## src/rtl/adb_drt_pkg.sv

```systemverilog
`timescale 1ns / 1ps

package adb_drt_pkg;

    localparam int MAX_RESPONSE_BYTES = 8;

    localparam int CFG_W    = 16;
    localparam int TIME_W   = 20;
    localparam int IDX_W    = $clog2(MAX_RESPONSE_BYTES);
    localparam int LEN_W    = $clog2(MAX_RESPONSE_BYTES + 1);
    localparam int TOT_W    = LEN_W + 3;
    localparam int POS_W    = $clog2(MAX_RESPONSE_BYTES * 8 + 2) + 1;
    localparam int SUM_W    = TIME_W + 2;
    localparam int DCNT_W   = $clog2(TIME_W);
    localparam int CIDX_W   = 3;
    localparam int S_DATA_W = 32;
    localparam int S_USER_W = 2;
    localparam int M_DATA_W = 8;

    localparam logic [TIME_W-1:0] TIME_MAX = {TIME_W{1'b1}};

    typedef enum logic [1:0] {
        KIND_TICK = 2'd0,
        KIND_LOAD = 2'd1,
        KIND_SRQ  = 2'd2
    } kind_t;

    typedef enum logic [CIDX_W-1:0] {
        REG_BIT_CELL     = 3'd0,
        REG_STOP_START   = 3'd1,
        REG_SRQ_TIME     = 3'd2,
        REG_ZERO_LOW     = 3'd3,
        REG_ONE_LOW      = 3'd4
    } cfg_idx_t;

    localparam logic [CFG_W-1:0] RST_BIT_CELL   = 16'd1600;
    localparam logic [CFG_W-1:0] RST_STOP_START = 16'd2400;
    localparam logic [CFG_W-1:0] RST_SRQ_TIME   = 16'd3840;
    localparam logic [CFG_W-1:0] RST_ZERO_LOW   = 16'd1056;
    localparam logic [CFG_W-1:0] RST_ONE_LOW    = 16'd528;

endpackage

```

## src/rtl/adb_device_response_transmitter_unit.sv

```systemverilog
`timescale 1ns / 1ps

// ADB device response transmitter. Each input word is a time tick, a response
// byte load or a service request, and each gives exactly one output word with
// the line level the device drives, the response-pending flag and the
// service-request flag. Load, service-request and unused words, and ticks that
// only run the service-request pulse or find nothing to send, pass from the
// capture step to the output register; a tick that is still waiting out the
// stop-to-start gap passes the gap check first. A tick that moves the bit
// timing finds the cell count with one restoring divider that retires one
// quotient bit per cycle, after the gap step where one is due and before the
// position step and, unless the response ends, the line-level step. One
// word is in the block at a time: s_tready stays low until its result has
// been loaded into the output register and rises in the following cycle,
// and a result still waiting there holds the block in its last step. Times
// are in 1/16 microsecond units.
module adb_device_response_transmitter_unit (
    input  logic                                aclk,
    input  logic                                aresetn,
    // [15:0] elapsed, [16] bus_level, [24:17] data_byte, zero above
    input  logic [adb_drt_pkg::S_DATA_W-1:0]    s_tdata,
    // [1:0] kind
    input  logic [adb_drt_pkg::S_USER_W-1:0]    s_tuser,
    input  logic                                s_tlast,
    input  logic                                s_tvalid,
    output logic                                s_tready,
    // [0] line_out, [1] busy_res, [2] srq_active, zero above
    output logic [adb_drt_pkg::M_DATA_W-1:0]    m_tdata,
    output logic                                m_tvalid,
    input  logic                                m_tready,
    input  logic                                cfg_wr_en,
    input  logic [adb_drt_pkg::CIDX_W-1:0]      cfg_index,
    input  logic [adb_drt_pkg::CFG_W-1:0]       cfg_wdata
);
    import adb_drt_pkg::*;

    typedef enum logic [2:0] {
        ST_IDLE,
        ST_EXEC,
        ST_GAP,
        ST_DIV,
        ST_POST,
        ST_BIT,
        ST_DONE
    } state_t;

    state_t state_reg;

    logic [CFG_W-1:0] bit_cell_reg, stop_start_reg, srq_time_reg, zero_low_reg, one_low_reg;

    // Captured input word.
    kind_t            kind_reg;
    logic [15:0]      elapsed_reg;
    logic             bus_reg;
    logic [7:0]       data_reg;
    logic             final_reg;

    logic [7:0]       store_reg [MAX_RESPONSE_BYTES];
    logic [LEN_W-1:0] len_reg;
    logic [LEN_W-1:0] load_cnt_reg;
    logic [POS_W-1:0] pos_reg;
    logic [TIME_W-1:0] time_reg;
    logic             srq_reg;
    logic             line_reg;

    // Divider working registers: quot_reg shifts the dividend out and the
    // quotient in; rem_reg holds the partial remainder.
    logic [TIME_W-1:0] quot_reg;
    logic [CFG_W-1:0]  rem_reg;
    logic [DCNT_W-1:0] dcnt_reg;

    logic [M_DATA_W-1:0] m_data_reg;
    logic                m_valid_reg;

    logic [TIME_W:0]   t_sum;
    logic [TIME_W-1:0] t_sat;
    logic [CFG_W-1:0]  cell_len;
    logic [CFG_W:0]    rem_sh;
    logic              rem_ge;
    logic [CFG_W:0]    rem_diff;
    logic [TOT_W-1:0]  total_bits;
    logic [SUM_W-1:0]  pos_sum;
    logic [SUM_W-1:0]  end_pos;
    logic              at_end;
    logic              cur_bit;
    logic [LEN_W-1:0]  load_cnt_inc;
    logic              load_room;
    logic              out_free;
    logic [POS_W-1:0]  POS_WAIT;

    assign POS_WAIT   = POS_W'(-2);
    assign t_sum      = {1'b0, time_reg} + (TIME_W + 1)'(elapsed_reg);
    assign t_sat      = t_sum[TIME_W] ? TIME_MAX : t_sum[TIME_W-1:0];
    assign cell_len   = (bit_cell_reg == '0) ? CFG_W'(1) : bit_cell_reg;
    assign rem_sh     = {rem_reg, quot_reg[TIME_W-1]};
    assign rem_diff   = rem_sh - {1'b0, cell_len};
    assign rem_ge     = (rem_sh >= {1'b0, cell_len});
    assign total_bits = {len_reg, 3'b000};
    assign pos_sum    = {{(SUM_W-POS_W){pos_reg[POS_W-1]}}, pos_reg} + SUM_W'(quot_reg);
    assign end_pos    = SUM_W'(total_bits) + SUM_W'(1);
    assign at_end     = $signed(pos_sum) >= $signed(end_pos);
    assign load_room  = (load_cnt_reg < LEN_W'(MAX_RESPONSE_BYTES));
    assign load_cnt_inc = load_room ? load_cnt_reg + LEN_W'(1) : load_cnt_reg;
    assign out_free   = !m_valid_reg || m_tready;

    // Start bit before the data, stop bit after it.
    always_comb begin
        if (pos_reg[POS_W-1]) begin
            cur_bit = 1'b1;
        end else if (pos_reg < POS_W'(total_bits)) begin
            cur_bit = store_reg[pos_reg[IDX_W+2:3]][3'd7 - pos_reg[2:0]];
        end else begin
            cur_bit = 1'b0;
        end
    end

    assign s_tready = (state_reg == ST_IDLE);
    assign m_tdata  = m_data_reg;
    assign m_tvalid = m_valid_reg;

    always_ff @(posedge aclk) begin
        if (!aresetn) begin
            bit_cell_reg   <= RST_BIT_CELL;
            stop_start_reg <= RST_STOP_START;
            srq_time_reg   <= RST_SRQ_TIME;
            zero_low_reg   <= RST_ZERO_LOW;
            one_low_reg    <= RST_ONE_LOW;
        end else if (cfg_wr_en) begin
            unique case (cfg_index)
                REG_BIT_CELL:   bit_cell_reg   <= cfg_wdata;
                REG_STOP_START: stop_start_reg <= cfg_wdata;
                REG_SRQ_TIME:   srq_time_reg   <= cfg_wdata;
                REG_ZERO_LOW:   zero_low_reg   <= cfg_wdata;
                REG_ONE_LOW:    one_low_reg    <= cfg_wdata;
                default: ;
            endcase
        end
    end

    always_ff @(posedge aclk) begin
        if (!aresetn) begin
            state_reg    <= ST_IDLE;
            len_reg      <= '0;
            load_cnt_reg <= '0;
            pos_reg      <= POS_WAIT;
            time_reg     <= '0;
            srq_reg      <= 1'b0;
            line_reg     <= 1'b1;
            m_valid_reg  <= 1'b0;
        end else begin
            // A word taken in the cycle that the next result is loaded is
            // replaced rather than cleared.
            if (m_valid_reg && m_tready && state_reg != ST_DONE) begin
                m_valid_reg <= 1'b0;
            end
            unique case (state_reg)
                ST_IDLE: begin
                    if (s_tvalid) begin
                        kind_reg    <= kind_t'(s_tuser[1:0]);
                        elapsed_reg <= s_tdata[15:0];
                        bus_reg     <= s_tdata[16];
                        data_reg    <= s_tdata[24:17];
                        final_reg   <= s_tlast;
                        state_reg   <= ST_EXEC;
                    end
                end
                ST_EXEC: begin
                    unique case (kind_reg)
                        KIND_TICK: begin
                            if (srq_reg) begin
                                time_reg  <= t_sat;
                                state_reg <= ST_DONE;
                                if (t_sat < TIME_W'(srq_time_reg)) begin
                                    line_reg <= 1'b0;
                                end else begin
                                    line_reg <= 1'b1;
                                    srq_reg  <= 1'b0;
                                end
                            end else if (len_reg != '0 &&
                                         !(!bus_reg && pos_reg == POS_WAIT)) begin
                                time_reg <= t_sat;
                                state_reg <= (pos_reg == POS_WAIT) ? ST_GAP : ST_DIV;
                                rem_reg   <= '0;
                                dcnt_reg  <= DCNT_W'(TIME_W - 1);
                                quot_reg  <= t_sat;
                            end else begin
                                state_reg <= ST_DONE;
                            end
                        end
                        KIND_LOAD: begin
                            state_reg <= ST_DONE;
                            if (load_room) begin
                                store_reg[load_cnt_reg[IDX_W-1:0]] <= data_reg;
                            end
                            if (final_reg) begin
                                len_reg      <= load_cnt_inc;
                                load_cnt_reg <= '0;
                                time_reg     <= '0;
                                pos_reg      <= POS_WAIT;
                            end else begin
                                load_cnt_reg <= load_cnt_inc;
                            end
                        end
                        KIND_SRQ: begin
                            srq_reg   <= 1'b1;
                            time_reg  <= '0;
                            state_reg <= ST_DONE;
                        end
                        default: state_reg <= ST_DONE;
                    endcase
                end
                ST_GAP: begin
                    if (time_reg < TIME_W'(stop_start_reg)) begin
                        state_reg <= ST_DONE;
                    end else begin
                        time_reg  <= time_reg - TIME_W'(stop_start_reg);
                        quot_reg  <= time_reg - TIME_W'(stop_start_reg);
                        pos_reg   <= POS_W'(-1);
                        state_reg <= ST_DIV;
                    end
                end
                ST_DIV: begin
                    rem_reg  <= rem_ge ? rem_diff[CFG_W-1:0] : rem_sh[CFG_W-1:0];
                    quot_reg <= {quot_reg[TIME_W-2:0], rem_ge};
                    dcnt_reg <= dcnt_reg - DCNT_W'(1);
                    if (dcnt_reg == '0) begin
                        state_reg <= ST_POST;
                    end
                end
                ST_POST: begin
                    time_reg <= TIME_W'(rem_reg);
                    if (at_end) begin
                        pos_reg   <= POS_W'(end_pos);
                        line_reg  <= 1'b1;
                        len_reg   <= '0;
                        state_reg <= ST_DONE;
                    end else begin
                        pos_reg   <= pos_sum[POS_W-1:0];
                        state_reg <= ST_BIT;
                    end
                end
                ST_BIT: begin
                    line_reg  <= time_reg > TIME_W'(cur_bit ? one_low_reg : zero_low_reg);
                    state_reg <= ST_DONE;
                end
                ST_DONE: begin
                    if (out_free) begin
                        m_data_reg  <= {{(M_DATA_W-3){1'b0}}, srq_reg, (len_reg != '0),
                                        line_reg};
                        m_valid_reg <= 1'b1;
                        state_reg   <= ST_IDLE;
                    end
                end
                default: state_reg <= ST_IDLE;
            endcase
        end
    end

endmodule

```

## config.mk

```make
export PLATFORM = sky130hd
export DESIGN_NAME = adb_device_response_transmitter_unit
export DESIGN_NICKNAME = d
export VERILOG_FILES = /design/src/rtl/adb_drt_pkg.sv /design/src/rtl/adb_device_response_transmitter_unit.sv
export SDC_FILE = /design/constraint.sdc
export NUM_CORES = 1
export LEC_CHECK = 0
export ABC_CLOCK_PERIOD_IN_PS = 6100
export BUFFER_PORTS_ARGS = -buffer_cell sky130_fd_sc_hd__buf_2
export CORE_MARGIN = 3
export CORE_UTILIZATION = 45
export DETAILED_ROUTE_END_ITERATION = 8
export SETUP_SLACK_MARGIN = 0.1
export SLEW_MARGIN = 20
export SYNTH_ARGS = -nofsm -noshare
export SYNTH_HDL_FRONTEND = slang
export SYNTH_SLANG_ARGS = --single-unit
```

## constraint.sdc

```tcl
create_clock -name aclk -period 6.1 [get_ports aclk]
set_clock_uncertainty 0.1 [all_clocks]
set_input_delay 0.305 -clock aclk [delete_from_list [all_inputs] [get_ports aclk]]
set_output_delay 0.305 -clock aclk [all_outputs]
set_load 0.005 [all_outputs]
```

==> results.toml <==
[floorplanning]
core_area_um2 = 33600
die_x_um = 191
die_h_um = 191
start_util_pct = 45.7
dieArea_um2 = 36400
rows = 67
ios = 69

[cells_and_area]
layout_common_cells = "nand2_1, edfxtp_1, dfxtp_1"
insertedDiodeCount = 0
area_delta_synth_final_pct = 14.2
largest_reg_flops = 64
final-seq-area_um2 = 6590
multi_input_area_um2 = 8130
mostFrequentLayoutCell = "nand2_1"
fillers = 3084
layout-drive-gt1-share_pct = 10.2
final_util_pct = 52.2
nNetsFinal = 1849

[global_routing]
grt_start_max_net_pins = 112
grt_usage_pct = 22.9
overflow = 0
grt_pass1_wl_um = 65600
grt_antenna_before_repair = 1
grt_pass1_vias = 11600

[clocking]
clk-insertion-delay-late_ns = 0.56
numCtsBuffers = 30
cts_buffer_depth = 3
post_cts.repair.setup_buffers = 0
ctsRootBufferMaster = "clkbuf_16"
clkTransAtPathRegs_ns = 0.06
h-tree-depth = 1
cts_tree = "built"
clock_sinks = 261

[yosys]
synthAdderAreaFrac_pct = 9.65
ys_types = 79
syn_area_per_cell_um2 = 9.60
synth_compound_area_share_pct = 18.5
ys_warn_count = 0
ys.flop_type = "edfxtp_1"
synthArstFlopShare_pct = 0
yosys-mux-area-fraction_pct = 5.96
synthCells = 1600
yosys.area_share.xor_xnor_pct = 3.08
synth_top_family_by_area = "compound AO/OA/AOI/OAI gates"
synth-simple-area-share_pct = 15.5
synth-edff-count = 136
syn_area_um2 = 15400
synth_seq_cells = 261
ys_seq_area_share_pct = 42.9

[power_and_ir_drop]
ir_drop_uv = 255
power.combinational.fraction_pct = 47.9
clockPowerShare_pct = 23.2
switching_share_pct = 41.4
seq_power_share_pct = 28.9
leakagePower_nw = 6.83
p_switching_mw = 3.46
power.density_nw_per_um2 = 476
total_power_mw = 8.35
internal_power_mw = 4.89

[sta]
maxSlewHeadroom_pct = 24.2
fmax_mhz = 185
worst_pin_slew_ns = 1.14
rsz0062_at_grt = "no"
holdWs_ns = 0.207
hold_violations = 0
setup_viol = 0
period_minus_slack_ns = 5.42
tns_ns = 0
post-route-period-util_pct = 88.8
maxSlewViolCount = 0

[placed_design]
hpwl_um = 30000
portBuffers = 56
place.gp.congestion = 0.878

[flow_run]
drv_cap = 0

[routing]
via_per_inst = 5.69
drt_iter0_markers = 1052
dr.pass1.iters = 7
route.detailed.drc = 0
ant_nets = 0
num_vias = 12200
wire_per_inst_um = 19.5
routed_wl_um = 41700

[status]
status = "finished, final reports clean"

[worst_setup_path]
crit_arrival_ns = 5.70
cp.required_ns = 6.39
critPathMaxFanout = 10
end_kind = "register"
critPathLaunchType = "register"
path_class = "reg -> reg"

[min_path]
hp-class = "in -> reg"
## worst max-delay path: stages, from the launching register on
cell and delay (ns):
edfxtp_1 0.39, ha_1 0.23, inv_1 0.07, fa_1 0.19
nand2b_1 0.14, a21oi_1 0.11, o41ai_1 0.45, a21boi_0 0.25
a311o_1 0.44, and3_1 0.32, nor2_1 0.27, inv_1 0.07
ha_1 0.29, a21o_1 0.18, a211oi_1 0.23, nor2_1 0.07
nor4_1 0.18, nor3_1 0.11, a221oi_1 0.32, o211a_1 0.18
o2111ai_1 0.12, nor2_1 0.28, o21a_1 0.18, o31ai_1 0.06
## area by class of cell
cell class              instances  share of cell area, %
multi-input cells            1176                   46.4
flip-flops and latches        261                   37.5
repair buffers                117                   4.88
clock buffers                  35                   4.80
well taps                     448                   3.20
inverters                      88                   1.88
clock inverters                21                   1.34
## power groups by stage
stage | registers [mW] | clock network, mW | logic, mW
2_1_floorplan | 2.27 | 0 | 3.01
3_3_place_gp | 2.45 | 0 | 3.83
3_5_place_dp | 2.45 | 0 | 3.90
4_1_cts | 2.42 | 1.97 | 3.95
5_1_grt | 2.45 | 2.04 | 4.44
6_report | 2.41 | 1.93 | 4.00
## path summary, 6_finish.rpt
kind,start,to,slack [ns],depth (start not counted)
max reg2reg,elapsed_reg[0]$_DFFE_PP_,line_reg$_SDFFE_PN1P_,0.68,23
min,s_tvalid,state_reg[0]$_SDFFE_PN0P_,0.21,5
min reg2reg,one_low_reg[6]$_SDFFE_PN0P_,one_low_reg[6]$_SDFFE_PN0P_,0.37,2
max,elapsed_reg[0]$_DFFE_PP_,line_reg$_SDFFE_PN1P_,0.68,23
## what timing repair did
action | CTS | global route
hold buffers | 46 | 0
hold endpoints to repair | 104 | 0
resized for setup | 0 | 0
## per-stage QoR
| step | cell area, µm² | worst slack (ns) | std cells |
|---|---|---|---|
| 2_1_floorplan | 15400 | 1.55 | 1604 |
| 6_report | 17500 | 0.681 | 2146 |
| 3_3_place_gp | 16000 | 0.857 | 2044 |
| 3_5_place_dp | 16000 | 0.774 | 2044 |
| 5_1_grt | 17500 | 0.283 | 2146 |
| 4_1_cts | 17500 | 0.747 | 2146 |
## per-layer routing
metal	GRT usage [%]	wire, µm	vias to the layer above
li1	-	-	5986
met1	33.2	19700	5820
met2	36.6	18900	349
met3	3.22	2350	62
met4	4.77	785	2
met5	0	14	-
## cells by family after synthesis
logic type                 count (synthesis)
and+or+nand+nor                          522
AOI/OAI and AO/OA                        413
DFF                                      261
buffers and inverters                    167
adders and majority gates                116
muxes                                     66
xor gates and xnor gates                  54
other                                      1
## cell usage after synthesis, types with 7 or more instances
library cell | count | share of area, %
or3_1 | 8 | 0.33
inv_1 | 88 | 2.2
mux2i_1 | 43 | 2.8
o211a_1 | 16 | 1.0
nor3_1 | 28 | 0.91
edfxtp_1 | 136 | 27
o21ai_0 | 55 | 1.8
nand2b_1 | 15 | 0.61
nor2_1 | 119 | 2.9
o211ai_1 | 25 | 1.2
a211oi_1 | 18 | 0.88
o21bai_1 | 7 | 0.34
a21oi_1 | 97 | 3.2
or2_2 | 7 | 0.29
ha_1 | 112 | 9.1
nand3_1 | 35 | 1.1
o21a_1 | 19 | 0.93
a21o_1 | 30 | 1.5
nor2b_1 | 15 | 0.61
a21boi_0 | 71 | 3.5
nand2_1 | 227 | 5.5
mux4_2 | 20 | 2.9
and3_1 | 11 | 0.45
clkbuf_1 | 58 | 1.4
a31oi_1 | 10 | 0.41
nand4_1 | 15 | 0.61
nor4_1 | 15 | 0.61
xnor2_1 | 36 | 2.1
buf_4 | 7 | 0.34
xor2_1 | 18 | 1.0
dfxtp_1 | 125 | 16
Power figures use the tool's default switching activity.
